`src/hid_pkg.sv`:
```
// Shared types, constants and field tables for the hardware-id time histogram.
package hid_pkg;

  localparam int NUM_FIELDS   = 11;
  localparam int TOTAL_IDS    = 474;
  localparam int SLOT_W       = 9;
  localparam int CNT_W        = 64;
  localparam int TS_W         = 64;
  localparam int DEF_MAX_BINS = 128;
  localparam int QDEPTH       = 2;

  localparam logic [7:0] BIN_COUNT_RST = 8'd100;

  localparam logic [1:0] CFG_START_TIME = 2'd0;
  localparam logic [1:0] CFG_END_TIME   = 2'd1;
  localparam logic [1:0] CFG_BIN_COUNT  = 2'd2;

  localparam logic ACT_RECORD = 1'b0;
  localparam logic ACT_READ   = 1'b1;

  typedef enum logic [2:0] {
    ST_CLEAR,
    ST_IDLE,
    ST_DIV,
    ST_ADDR,
    ST_RDATA
  } back_state_t;

  typedef struct packed {
    logic              action;
    logic              ok;
    logic [SLOT_W-1:0] slot;
    logic [TS_W-1:0]   product;
    logic [6:0]        rbin;
  } hid_entry_t;

  function automatic logic [15:0] field_size(input logic [3:0] f);
    logic [15:0] s;
    unique case (f)
      4'd0:    s = 16'd64;
      4'd1:    s = 16'd16;
      4'd2:    s = 16'd4;
      4'd3:    s = 16'd128;
      4'd4:    s = 16'd16;
      4'd5:    s = 16'd128;
      4'd6:    s = 16'd32;
      4'd7:    s = 16'd2;
      4'd8:    s = 16'd64;
      4'd9:    s = 16'd16;
      4'd10:   s = 16'd4;
      default: s = 16'd0;
    endcase
    return s;
  endfunction

  function automatic logic [SLOT_W-1:0] field_base(input logic [3:0] f);
    logic [SLOT_W-1:0] b;
    unique case (f)
      4'd0:    b = 9'd0;
      4'd1:    b = 9'd64;
      4'd2:    b = 9'd80;
      4'd3:    b = 9'd84;
      4'd4:    b = 9'd212;
      4'd5:    b = 9'd228;
      4'd6:    b = 9'd356;
      4'd7:    b = 9'd388;
      4'd8:    b = 9'd390;
      4'd9:    b = 9'd454;
      4'd10:   b = 9'd470;
      default: b = 9'd0;
    endcase
    return b;
  endfunction

endpackage

```
`src/hid_front.sv`:
```
// Front part: input transfer, item classification and bin product.
module hid_front #(
  parameter int MAX_BINS = hid_pkg::DEF_MAX_BINS,
  parameter int BCW      = 8
) (
  input  logic                      clk,
  input  logic                      rst,
  input  logic                      hold,
  input  logic                      in_valid,
  output logic                      in_ready,
  input  logic                      action,
  input  logic [3:0]                field_select,
  input  logic [15:0]               id_value,
  input  logic [hid_pkg::TS_W-1:0]  timestamp,
  input  logic [6:0]                read_bin,
  input  logic [hid_pkg::TS_W-1:0]  win_start,
  input  logic [BCW-1:0]            bins_m1,
  input  logic                      q_full,
  output logic                      q_push,
  output hid_pkg::hid_entry_t       q_data
);
  import hid_pkg::*;

  logic              s1_valid;
  logic              s1_action;
  logic              s1_ok;
  logic [SLOT_W-1:0] s1_slot;
  logic [TS_W-1:0]   s1_rel;
  logic [6:0]        s1_rbin;
  logic              fld_ok;
  logic              id_ok;
  logic              rbin_ok;
  logic              accept;

  assign q_push   = s1_valid && !q_full;
  assign in_ready = !hold && (!s1_valid || !q_full);
  assign accept   = in_valid && in_ready;

  assign fld_ok  = (32'(field_select) < NUM_FIELDS);
  assign id_ok   = (id_value < field_size(field_select));
  assign rbin_ok = (32'(read_bin) < MAX_BINS);

  always_comb begin
    q_data.action  = s1_action;
    q_data.ok      = s1_ok;
    q_data.slot    = s1_slot;
    q_data.product = TS_W'(s1_rel * TS_W'(bins_m1));
    q_data.rbin    = s1_rbin;
  end

  always_ff @(posedge clk) begin
    if (rst) begin
      s1_valid <= 1'b0;
    end else if (accept) begin
      s1_valid <= 1'b1;
    end else if (q_push) begin
      s1_valid <= 1'b0;
    end
  end

  always_ff @(posedge clk) begin
    if (accept) begin
      s1_action <= action;
      s1_ok     <= fld_ok && id_ok && (action == ACT_RECORD || rbin_ok);
      s1_slot   <= field_base(field_select) + SLOT_W'(id_value);
      s1_rel    <= timestamp - win_start;
      s1_rbin   <= read_bin;
    end
  end
endmodule

```
`config.mk`:
```
export PLATFORM = sky130hd
export DESIGN_NAME = hid_front
export DESIGN_NICKNAME = d
export VERILOG_FILES = /design/src/hid_pkg.sv /design/src/hid_front.sv
export SDC_FILE = /design/constraint.sdc
export NUM_CORES = 1
export LEC_CHECK = 0
export BUFFER_PORTS_ARGS = -buffer_cell sky130_fd_sc_hd__buf_2
export CORE_MARGIN = 2
export CORE_UTILIZATION = 63
export CTS_BUF_LIST = sky130_fd_sc_hd__clkbuf_8
export DETAILED_ROUTE_END_ITERATION = 8
export GPL_TIMING_DRIVEN = 0
export PLACE_DENSITY = 0.95
export SYNTH_ARGS = -nofsm -noshare
export SYNTH_HDL_FRONTEND = slang
export SYNTH_SLANG_ARGS = --single-unit
```
`constraint.sdc`:
```
create_clock -name clk -period 9.8 [get_ports clk]
set_clock_uncertainty 0.05 [all_clocks]
set_input_delay 2.45 -clock clk [delete_from_list [all_inputs] [get_ports clk]]
set_output_delay 2.45 -clock clk [all_outputs]
set_load 0.01 [all_outputs]
```
==> metrics <==
outcome finished, violations left; violated checks negative setup slack; Flop pwr share 4.8%; number of filler cells placed in the layout 2263; logic gate share of total power 92.7%; headroom to the max-slew limit 56.9%; final critical-path required period 10.23 ns; via count of the first global-routing pass 20.2k; path type of the worst setup path input port to primary output; Period Utilization, post-route 104%; final std cell area, no fill 26100 sq um; std cell rows 68; sum of routed wire length over all layers 68600 microns; NetSw 5.55 mW; Max Cap Violations 0; clk sinks 83; Critical Path Fanout Max 7; post-detailed-placement cell area 23700 sq um; antenna cells 0; CP peak stage delay 0.63 ns; relative contribution of the clock network to total power 2.5%; biggest area consumer among synthesized cells sky130_fd_sc_hd__fa_1; Routed wire per std cell 21.1 microns; initial antenna violation count 0; total power after layout 10.3 mW; cell count after synthesis 2447; leakage component of the power 12.4 nW; family with the most delay on the worst path adder cells; Worst path most repeated cell sky130_fd_sc_hd__fa_1; Seq/Total Area, Yosys 11.3%; number of flops mapped to enable cells by yosys 82; flop2flop setup slack 8.22 ns; die extent in y 190 microns; share of post-route cells with drive strength above 1 21.9%; # port buffers 249; net count after synthesis 3117; min setup slack post-route -0.429 ns; non-filler instance count after layout 3254; Initial DRT Pass Iterations 7; number of cells after detailed placement 3152; pin slew with the least headroom to its limit 0.642 ns; placed wire-length estimate after detailed placement 51500 microns; pin count of the biggest net entering global routing 76; count of unique library cells instantiated by Yosys 86; CTS Root Buffer Type sky130_fd_sc_hd__clkbuf_8; termination of the worst setup path q_data[64]; area delta synth->final 19.1%; buffer and inverter count on the worst path 8; die outline width 190 microns; largest buffer count on any clock path 2; most instantiated flip-flop cell in the synthesis netlist sky130_fd_sc_hd__edfxtp_1; count of routing violations after the opening detailed-route iteration 1815; total via count after detailed routing 19.9k; Critical R2R Launch s1_valid; CTS tree built; reg2reg path depth 3; most area-consuming cells after synthesis sky130_fd_sc_hd__fa_1, sky130_fd_sc_hd__and2_1, sky130_fd_sc_hd__edfxtp_1; ordered list of cells on the worst path buf_8, clkbuf_16, clkbuf_16, buf_4, and2_1, fa_1, fa_1, fa_1, fa_1, ha_1, buf_6, buf_4, nand3_1, nor4_4, o2111ai_4, a21oi_4, buf_4, a21oi_2, o21bai_1, xnor2_1, buf_2; Min Hold Slack 0.492 ns; GRT Residual Overflow 0; path category of the worst min-delay check flip-flop to flip-flop; # nets final 3464; DRT antenna net count 0; net switching fraction of the power 53.9%; internal power 4.74 mW; Starting Density 63.7%; Boundary Pins 253; H-tree levels 3; Power Dens Cells 395 nW/um^2; worst skew pair latency 0.39 ns; Synth top area share 32.0%; number of cells on the critical path 21; CP Launch Type input port; cell with the largest stage delay on the worst path sky130_fd_sc_hd__nor4_4; die area 36200 sq um; worst setup path startpoint bins_m1[7]; endpoint type of the worst setup path primary output; largest voltage drop on the vdd net 0.694 mV; endpoint of the worst register-to-register path s1_rel[55]; number of storage elements in the synthesis netlist 83; Async S/R FF share, synth 0%; setup repair after global routing missed its margin true; GPL Wtd Cong 1.01; Final Hold Violating Endpoints 0; data required time of the critical path 7.30 ns; DRC viols 0; Netlist Area Pre-Place 21900 sq um; number of warnings issued by yosys 0; signal arrival time at the worst endpoint 7.73 ns; cts bufs inserted 9; highest clock rate 97.8 MHz; minimum setup slack after placement -1.53 ns; clock-pin slew on the worst setup and hold paths 0.11 ns; wire length of the first global-routing pass 103000 microns; synthesized area divided by synthesized cell count 8.94 sq um; overall fraction of global-route tracks in use 36.3%; Post-CTS Hold Buffers 0; area of the core 34400 sq um; final slew viol count 0; setup-violating endpoint count in the final report 34; vias per cell 6.13
## cells in the mapped netlist (5+ instances only)
master                     count
sky130_fd_sc_hd__a211oi_1     12
sky130_fd_sc_hd__a21o_1       70
sky130_fd_sc_hd__a21oi_1     121
sky130_fd_sc_hd__a21oi_2       5
sky130_fd_sc_hd__a221oi_1      6
sky130_fd_sc_hd__a31oi_1      13
sky130_fd_sc_hd__and2_1      403
sky130_fd_sc_hd__and3_1       25
sky130_fd_sc_hd__and4_1        6
sky130_fd_sc_hd__buf_2        23
sky130_fd_sc_hd__clkbuf_1     74
sky130_fd_sc_hd__edfxtp_1     82
sky130_fd_sc_hd__fa_1        350
sky130_fd_sc_hd__ha_1        151
sky130_fd_sc_hd__inv_1       352
sky130_fd_sc_hd__nand2_1     208
sky130_fd_sc_hd__nand2b_1     15
sky130_fd_sc_hd__nand3_1      28
sky130_fd_sc_hd__nand4_1      30
sky130_fd_sc_hd__nor2_1       68
sky130_fd_sc_hd__nor2b_1      17
sky130_fd_sc_hd__nor3_1       15
sky130_fd_sc_hd__o211ai_1      9
sky130_fd_sc_hd__o21a_1       19
sky130_fd_sc_hd__o21ai_0      56
sky130_fd_sc_hd__o21ai_1      18
sky130_fd_sc_hd__o21bai_1     27
sky130_fd_sc_hd__o221ai_1      5
sky130_fd_sc_hd__o31ai_1       6
sky130_fd_sc_hd__xnor2_1      84
sky130_fd_sc_hd__xor2_1       51
## tightest hold or removal path, cell delays in order, from the launching register on
cell and delay (ns):
sky130_fd_sc_hd__dfxtp_1 0.34, sky130_fd_sc_hd__a21oi_1 0.12, sky130_fd_sc_hd__nor2_1 0.05
## worst min path at each step
stage,startpoint,end,slack [ns],depth (start not counted)
6_report,s1_valid,s1_valid,0.49,2
2_1_floorplan,s1_valid,s1_valid,0.42,2
5_1_grt,s1_valid,s1_valid,0.53,2
4_1_cts,s1_valid,s1_valid,0.48,2
3_5_place_dp,s1_valid,s1_valid,0.46,2
3_3_place_gp,s1_valid,s1_valid,0.44,2
## what timing repair did
item | in CTS | in global routing
setup endpoints to repair | 51 | 37
buffers inserted | 45 | 48
gates cloned | 1 | 2
resized for setup | 200 | 181
pin swaps | 68 | 96
## state kept, by name, summed over array words and instances (netlist names)
name	count
s1_slot	9
s1_rel	64
s1_action	1
s1_valid	1
s1_ok	1
s1_rbin	7
## per-layer routing
layer  vias to the layer above  GRT usage, %  wire length, microns
li1                       8635             -                     -
met1                      9647          46.1                 25300
met2                      1423          60.8                 32400
met3                       239          8.13                  7590
met4                         0          14.0                  3260
met5                         -             0                     0
## cell type report
| cell class | count | area (sq um) | share of cell area (%) |
|---|---|---|---|
| clock buffer | 9 | 124 | 0.475 |
| buffer | 94 | 812 | 3.12 |
| sequential | 83 | 2480 | 9.53 |
| tap | 455 | 569 | 2.18 |
| timing repair buffer | 342 | 2080 | 7.97 |
| inverter | 352 | 1320 | 5.07 |
| multi-input combinational | 1912 | 18600 | 71.3 |
| clock inverter | 7 | 81.3 | 0.312 |
## kinds of logic after synthesis
logic type,count (synthesis),synth area share (%)
AND/OR/NAND/NOR,844,21.0
AO/OA/AOI/OAI,430,13.5
flip-flops,83,11.3
multiplexers,2,0.0972
adder cells (fa/ha/maj),501,40.7
XOR/XNOR,135,5.40
buffers and inverters,452,7.93
## power by group through the flow
stage | Sequential (mW) | Combinational (mW) | Clock [mW]
2_1_floorplan | 0.472 | 5.00 | 0
3_3_place_gp | 0.498 | 6.85 | 0
3_5_place_dp | 0.498 | 7.06 | 0
4_1_cts | 0.490 | 7.85 | 0.256
5_1_grt | 0.498 | 10.2 | 0.268
6_report | 0.496 | 9.54 | 0.253
## cell usage in the layout, fill, tap and decap left out, types with 30 or more instances in the layout
master	count
sky130_fd_sc_hd__buf_2	255
sky130_fd_sc_hd__o21ai_0	46
sky130_fd_sc_hd__xor2_1	50
sky130_fd_sc_hd__xnor2_1	81
sky130_fd_sc_hd__buf_6	33
sky130_fd_sc_hd__nand2_1	199
sky130_fd_sc_hd__ha_1	129
sky130_fd_sc_hd__nand4_1	30
sky130_fd_sc_hd__fa_1	335
sky130_fd_sc_hd__buf_4	83
sky130_fd_sc_hd__nor2_1	64
sky130_fd_sc_hd__and2_1	385
sky130_fd_sc_hd__a21oi_1	100
sky130_fd_sc_hd__a21o_1	70
sky130_fd_sc_hd__edfxtp_1	82
sky130_fd_sc_hd__inv_1	339
## through the flow
stage / setup TNS, ns / utilization, %
floorplan: 0 / -
global placement: -38.72 / 68.9
detailed placement: -42.16 / 69.0
CTS: -4.27 / 72.9
global route: -13.43 / 75.8
finish: -8.86 / 75.8
Power figures use the tool's default switching activity.
