--- src/hid_pkg.sv ---
// Shared types, constants and field tables for the hardware-id time histogram.
package hid_pkg;

  localparam int NUM_FIELDS   = 11;
  localparam int TOTAL_IDS    = 474;
  localparam int SLOT_W       = 9;
  localparam int CNT_W        = 64;
  localparam int TS_W         = 64;
  localparam int DEF_MAX_BINS = 128;
  localparam int QDEPTH       = 2;

  localparam logic [7:0] BIN_COUNT_RST = 8'd100;

  localparam logic [1:0] CFG_START_TIME = 2'd0;
  localparam logic [1:0] CFG_END_TIME   = 2'd1;
  localparam logic [1:0] CFG_BIN_COUNT  = 2'd2;

  localparam logic ACT_RECORD = 1'b0;
  localparam logic ACT_READ   = 1'b1;

  typedef enum logic [2:0] {
    ST_CLEAR,
    ST_IDLE,
    ST_DIV,
    ST_ADDR,
    ST_RDATA
  } back_state_t;

  typedef struct packed {
    logic              action;
    logic              ok;
    logic [SLOT_W-1:0] slot;
    logic [TS_W-1:0]   product;
    logic [6:0]        rbin;
  } hid_entry_t;

  function automatic logic [15:0] field_size(input logic [3:0] f);
    logic [15:0] s;
    unique case (f)
      4'd0:    s = 16'd64;
      4'd1:    s = 16'd16;
      4'd2:    s = 16'd4;
      4'd3:    s = 16'd128;
      4'd4:    s = 16'd16;
      4'd5:    s = 16'd128;
      4'd6:    s = 16'd32;
      4'd7:    s = 16'd2;
      4'd8:    s = 16'd64;
      4'd9:    s = 16'd16;
      4'd10:   s = 16'd4;
      default: s = 16'd0;
    endcase
    return s;
  endfunction

  function automatic logic [SLOT_W-1:0] field_base(input logic [3:0] f);
    logic [SLOT_W-1:0] b;
    unique case (f)
      4'd0:    b = 9'd0;
      4'd1:    b = 9'd64;
      4'd2:    b = 9'd80;
      4'd3:    b = 9'd84;
      4'd4:    b = 9'd212;
      4'd5:    b = 9'd228;
      4'd6:    b = 9'd356;
      4'd7:    b = 9'd388;
      4'd8:    b = 9'd390;
      4'd9:    b = 9'd454;
      4'd10:   b = 9'd470;
      default: b = 9'd0;
    endcase
    return b;
  endfunction

endpackage

--- src/hid_queue.sv ---
// Short entry queue between the front and back parts.
module hid_queue (
  input  logic                clk,
  input  logic                rst,
  input  logic                push,
  input  hid_pkg::hid_entry_t push_data,
  output logic                full,
  input  logic                pop,
  output logic                nempty,
  output hid_pkg::hid_entry_t head
);
  import hid_pkg::*;

  localparam int PW = (QDEPTH > 1) ? $clog2(QDEPTH) : 1;

  hid_entry_t      slots [QDEPTH];
  logic [PW-1:0]   wptr;
  logic [PW-1:0]   rptr;
  logic [PW:0]     fill;

  assign full   = (fill == (PW+1)'(QDEPTH));
  assign nempty = (fill != '0);
  assign head   = slots[rptr];

  always_ff @(posedge clk) begin
    if (rst) begin
      wptr <= '0;
      rptr <= '0;
      fill <= '0;
    end else begin
      if (push) begin
        wptr <= (wptr == PW'(QDEPTH-1)) ? '0 : wptr + 1'b1;
      end
      if (pop) begin
        rptr <= (rptr == PW'(QDEPTH-1)) ? '0 : rptr + 1'b1;
      end
      if (push && !pop) begin
        fill <= fill + 1'b1;
      end else if (pop && !push) begin
        fill <= fill - 1'b1;
      end
    end
  end

  always_ff @(posedge clk) begin
    if (push) begin
      slots[wptr] <= push_data;
    end
  end
endmodule

--- config.mk ---
export PLATFORM = sky130hd
export DESIGN_NAME = hid_queue
export DESIGN_NICKNAME = d
export VERILOG_FILES = /design/src/hid_pkg.sv /design/src/hid_queue.sv
export SDC_FILE = /design/constraint.sdc
export NUM_CORES = 1
export LEC_CHECK = 0
export BUFFER_PORTS_ARGS = -buffer_cell sky130_fd_sc_hd__buf_4
export CAP_MARGIN = 0
export CORE_ASPECT_RATIO = 1.5
export CORE_MARGIN = 5
export CORE_UTILIZATION = 30
export DETAILED_ROUTE_END_ITERATION = 16
export GPL_TIMING_DRIVEN = 0
export PLACE_DENSITY = 0.62
export SYNTH_ARGS = -nofsm -noshare
export SYNTH_HDL_FRONTEND = slang
export SYNTH_SLANG_ARGS = --single-unit
--- constraint.sdc ---
create_clock -name clk -period 11.1 [get_ports clk]
set_input_delay 3.33 -clock clk [delete_from_list [all_inputs] [get_ports clk]]
set_output_delay 3.33 -clock clk [all_outputs]
set_load 0.01 [all_outputs]
==> run summary, run 1 <==
Status -> finished, final reports clean
Most frequent cells in the layout -> buf_4 (170), edfxtp_1 (164), mux2_2 (82), clkbuf_16 (17), buf_6 (8)
Remaining antenna violation count -> 0
Synth Instances -> 277
Reg clk slew, reported paths -> 60 ps
Largest cells by area after synthesis -> edfxtp_1 (80%), mux2_2 (15%), dfxtp_1 (1.6%)
Crit Path Category -> register to primary output
Post-CTS Resized -> 0
Clock sink count -> 169
Total iterations of the first detailed-routing run -> 4
Worst-Margin Slew -> 669.4 ps
Htree depth -> 4
First-pass GRT wire length -> 18.57 mm
Worst setup EP type -> primary output
Share of layout cells above drive strength 1 -> 0.6162
GRT Resource Usage Total -> 0.1046
Placed cell count -> 714
Hold WS -> 514.1 ps
Clock skew -> 12.42 ps
Worst vdd ir -> 0.0001074 V
Critical Path Max Stage Delay -> 360 ps
Final min period -> 4968 ps
Top-level I/O count -> 170
Die ar. -> 0.02354 mm2
Critical path arrival -> 1640 ps
Final setup violation count -> 0
Row count -> 64
DPL Wire Length -> 8.688 mm
Final period utilization -> 0.4476
CP max-delay cell -> mux2_2
CTS tree -> built
Total nets after synthesis -> 364
Final Cell Area -> 0.008506 mm2
Post CTS Setup Buffer Count -> 0
Hold buffers post-CTS -> 0
Antenna violations before repair -> 0
Area Overhead vs Synth -> 38.17%
GPL Wtd Cong -> 0.7101
Slew margin rel. -> 0.5528
Post-synthesis sequential area ratio -> 0.8163
Leakage -> 3.153 nW
Die Y-Extent -> 185.4 um
Fin nets -> 556
Mean post-synth cell area -> 22.22 um2
CP most frequent cell -> buf_4
CP bufs+invs -> 3
Netlist cell types -> 17
Total power per unit cell area -> 185.5 mW/mm2
Clk buf depth -> 2
Clk root buf -> clkbuf_16
Fill cell count -> 1869
Top cell type's share of synthesized area -> 0.8000
Initial core utilization -> 0.3027
Commonest non-fill, non-tap cell in the layout -> buf_4
Hold Fails Final Rpt -> 0
Max Freq -> 201.3 MHz
Tightest Hold Check Type -> register to register
Placed instance area -> 0.007868 mm2
Max FO, Critical Path -> 10
CTS buffer count -> 17
TNS Setup -> 0 ps
RSZ-0062 raised after global routing -> no
Slew Limit Fails -> 0
N_diodes -> 0
Critical path, cell by cell -> buf_4, buf_6, mux2_2, buf_4
Crit-path leading delay family -> buffers and inverters
Initial drt markers -> 100
Routed wire length -> 12.30 mm
Reg2reg setup slack -> 9440 ps
Total vias in the final route -> 3171
Max Cap Viol -> 0
Non-filler cells, final -> 746
Yosys reg bits -> 169
Synth area leader -> edfxtp_1
Vias per cell -> 4.251
Die width -> 127.0 um
Worst path required time -> 7770 ps
Mapped cell area -> 0.006156 mm2
Core Footprint -> 0.02034 mm2
Vias in the first global route -> 3540
Global route total overflow -> 0
Worst-skew pair later-pin latency -> 420 ps
Port bufs -> 169
DRC viols -> 0
WL per Instance -> 16.48 um
Yosys warns -> 0
Largest net degree at the start of global routing -> 47
Type of origin of the critical path -> register
-- Yosys cell counts, drive strengths merged --
cell type / count
edfxtp: 164
mux2: 82
buf: 9
dfxtp: 5
nor2: 4
xnor2: 2
xor2: 2
a21oi: 1
and2: 1
and2b: 1
ha: 1
inv: 1
nor2b: 1
o21ai: 1
or2: 1
or3: 1
-- routing by layer --
| metal | share of wire | routed length, um | global-route usage |
|---|---|---|---|
| met1 | 0.34 | 4221 | 0.1038 |
| met2 | 0.58 | 7116 | 0.1959 |
| met3 | 0.063 | 769 | 0.03808 |
| met4 | 0.015 | 189 | 0.04165 |
| met5 | 0 | 0 | 0 |
-- worst paths after layout --
path              cells after the start              start                endpoint
setup / recovery                      4           register                head[40]
hold / removal                        2  rptr$_SDFFE_PP0P_                register
setup reg to reg                      3  wptr$_SDFFE_PP0P_  slots[0][42]$_DFFE_PP_
hold reg to reg                       2  rptr$_SDFFE_PP0P_                register
-- final cells by class --
class                           count  area, um2  area share
Buffer                              9      97.59     0.01147
Sequential cell                   169       5025      0.5908
Clock buffer                       20      436.7     0.05134
Timing Repair Buffer              173       1371      0.1612
Inverter                            1      3.754   0.0004413
Clock inverter                     12      201.4     0.02368
Tap cell                          264      330.3     0.03883
Multi-Input combinational cell     98       1040      0.1222
-- stage by stage --
| stage | utilization | power [mW] | worst slack, ps |
|---|---|---|---|
| 2_1_floorplan | - | 0.8590 | 3654 |
| 3_3_place_gp | 0.3813 | 0.9584 | 1297 |
| 3_5_place_dp | 0.3868 | 0.9649 | 6316 |
| 4_1_cts | 0.4182 | 1.602 | 6051 |
| 5_1_grt | 0.4182 | 1.643 | 6024 |
| 6_report | 0.4182 | 1.578 | 6132 |
-- tightest hold or removal path, cell delays in order, from the launching register on --
cell	delay [ps]
dfxtp_1	320
xnor2_1	80
nor2_1	70
-- cell families after synthesis --
group                      synth area share
and+or+nand+nor                    0.007929
AOI/OAI and AO/OA                  0.001624
DFF                                  0.8163
adders and majority gates          0.002032
muxes                                0.1500
xor gates and xnor gates           0.005692
buffers and inverters               0.01646
-- state kept, by name, summed over array words and instances (netlist names), named ones only --
signal,cells
fill,2
slots,164
rptr,1
wptr,1
-- where the power goes --
part / switching, mW / leakage, nW / total [mW] / internal, mW
sequential: 0.00927 / 1.58 / 0.753 / 0.744
clock: 0.233 / 0.292 / 0.632 / 0.399
combinational: 0.0859 / 1.28 / 0.193 / 0.107
total: 0.328 / 3.15 / 1.58 / 1.25
(Power assumes the default switching activity.)
==> inputs of run 2 (changes only) <==
==> constraint.sdc (replaced) <==
create_clock -name clk -period 5.2 [get_ports clk]
set_input_delay 1.56 -clock clk [delete_from_list [all_inputs] [get_ports clk]]
set_output_delay 1.56 -clock clk [all_outputs]
set_load 0.01 [all_outputs]
==> run 2 against run 1 <==
Compared with the run above:
- via count shrank 0.28%
- sequential share of layout area grew 0.27 points
- critical path depth is the same
- global-route usage grew 0.20 points
- largest cell class unchanged
- largest power group unchanged
- highest routed layer is now met5
==> run summary, run 2 (synthesis results as in run 1) <==
Htree depth -> 4 (unchanged)
Initial drt markers -> 67 (-33%)
Crit-path leading delay family -> buffers and inverters
Area Overhead vs Synth -> 37.54%
DPL Wire Length -> 8.644 mm (-0.51%)
Clk root buf -> clkbuf_16
Crit Path Category -> register to primary output
Number of flip-flops in the largest register -> 164 (unchanged)
Critical path arrival -> 1680 ps (+40 ps)
Final setup violation count -> 0 (unchanged)
Fill cell count -> 1856 (-0.70%)
Critical Path Max Stage Delay -> 360 ps (about the same)
Slew margin rel. -> 0.3805 (-0.1723)
Row count -> 64 (unchanged)
Fin nets -> 555 (-0.18%)
Die Y-Extent -> 185.4 um (unchanged)
Post-CTS Resized -> 0 (unchanged)
Status -> finished, final reports clean
Share of layout cells above drive strength 1 -> 0.6133 (-0.002877)
CP most frequent cell -> buf_4
Worst-skew pair later-pin latency -> 420 ps (about the same)
Tot Pwr -> 3.362 mW (+110%)
Post CTS Setup Buffer Count -> 0 (unchanged)
Tightest Hold Check Type -> register to register
Clk buf depth -> 2 (unchanged)
Leakage -> 3.151 nW (about the same)
Multi-input gate area -> 0.001040 mm2 (unchanged)
Worst setup EP type -> primary output
Remaining antenna violation count -> 0 (unchanged)
Final period utilization -> 0.6237
Max Freq -> 308.4 MHz
GRT Resource Usage Total -> 0.1066 (+0.001984)
Reg clk slew, reported paths -> 60 ps (about the same)
Initial core utilization -> 0.3027 (unchanged)
Die ar. -> 0.02354 mm2 (unchanged)
Finished Core Util -> 0.4163 (-0.001907)
Core Footprint -> 0.02034 mm2 (unchanged)
Global route total overflow -> 0 (unchanged)
TNS Setup -> 0 ps (unchanged)
Type of origin of the critical path -> register
Most frequent cells in the layout -> buf_4 (170), edfxtp_1 (164), mux2_2 (82), clkbuf_16 (17), buf_6 (8)
Worst vdd ir -> 0.0002143 V (+99%)
Routed wire length -> 12.50 mm (+1.6%)
Total vias in the final route -> 3162 (-0.28%)
Biggest regs -> slots (164), fill (2)
Largest net degree at the start of global routing -> 55 (+17%)
Hold WS -> 514.3 ps (+0.1810 ps)
Register Area -> 0.005025 mm2 (unchanged)
WL per Instance -> 16.78 um (+1.8%)
Clock sink count -> 169 (unchanged)
Total iterations of the first detailed-routing run -> 6 (+2)
Vias in the first global route -> 3466 (-2.1%)
Top-level I/O count -> 170 (unchanged)
Max FO, Critical Path -> 10 (unchanged)
Die width -> 127.0 um (unchanged)
N_diodes -> 0 (unchanged)
DRC viols -> 0 (unchanged)
Critical path, cell by cell -> buf_4, buf_6, mux2_2, buf_4
Antenna violations before repair -> 1 (+1)
Vias per cell -> 4.244 (-0.15%)
Port bufs -> 169 (unchanged)
CP bufs+invs -> 3 (unchanged)
RSZ-0062 raised after global routing -> no
Final min period -> 3243 ps
Commonest non-fill, non-tap cell in the layout -> buf_4
Clock skew -> 6.232 ps (-6.190 ps)
First-pass GRT wire length -> 18.75 mm (+0.97%)
Biggest register -> slots
Worst-Margin Slew -> 927.2 ps (+257.8 ps)
Max Cap Viol -> 0 (unchanged)
CTS tree -> built
CTS buffer count -> 17 (unchanged)
GPL Wtd Cong -> 0.7044 (-0.80%)
Slew Limit Fails -> 0 (unchanged)
CP max-delay cell -> mux2_2
Worst path required time -> 3640 ps (-4130 ps)
Hold buffers post-CTS -> 0 (unchanged)
Hold Fails Final Rpt -> 0 (unchanged)
Total power per unit cell area -> 397.1 mW/mm2 (+110%)
-- run 2: cell type report --
class | count | share of cell area
Inverter | 1 | 0.0004433
Sequential cell | 169 | 0.5935
Tap cell | 264 | 0.03901
Buffer | 9 | 0.01153
Clock buffer | 20 | 0.05157
Clock inverter | 12 | 0.02335
Multi-Input combinational cell | 98 | 0.1228
Timing Repair Buffer | 172 | 0.1578
-- run 2: power breakdown --
part	internal, mW	switching, mW	leakage [nW]	total (mW)
combinational	0.223	0.184	1.26	0.407
clock	0.852	0.495	0.306	1.35
sequential	1.59	0.0191	1.58	1.61
-- run 2: final timing paths --
| check | slack, ps | depth (start not counted) | from | to |
|---|---|---|---|---|
| worst max register to register | 3260 | 3 | wptr$_SDFFE_PP0P_ | slots[0][21]$_DFFE_PP_ |
| worst min register to register | 510 | 2 | fill[1]$_SDFFE_PP0P_ | fill[1]$_SDFFE_PP0P_ |
| worst min-delay path | 510 | 2 | fill[1]$_SDFFE_PP0P_ | fill[1]$_SDFFE_PP0P_ |
| worst max-delay path | 1960 | 4 | register | head[57] |
-- run 2: tightest hold or removal path: stages (launching register included) --
cell and delay (ps):
dfxtp_1 330, o21ai_0 80, a21oi_1 70
-- run 2: routing by layer --
layer / share of wire / global-route usage
met5: 0.0016 / 0
met4: 0.012 / 0.03864
met3: 0.063 / 0.04039
met2: 0.56 / 0.1951
met1: 0.36 / 0.1104
-- run 2: metrics by stage --
| stage | instance area [um2] | worst slack, ps | instances |
|---|---|---|---|
| after floorplan | 6158 | 1061 | 277 |
| after detailed placement | 7833 | 1828 | 713 |
| after global routing | 8467 | 1854 | 745 |
| after global placement | 7757 | -254.6 | 710 |
| after CTS | 8467 | 1891 | 745 |
| final | 8467 | 1957 | 745 |
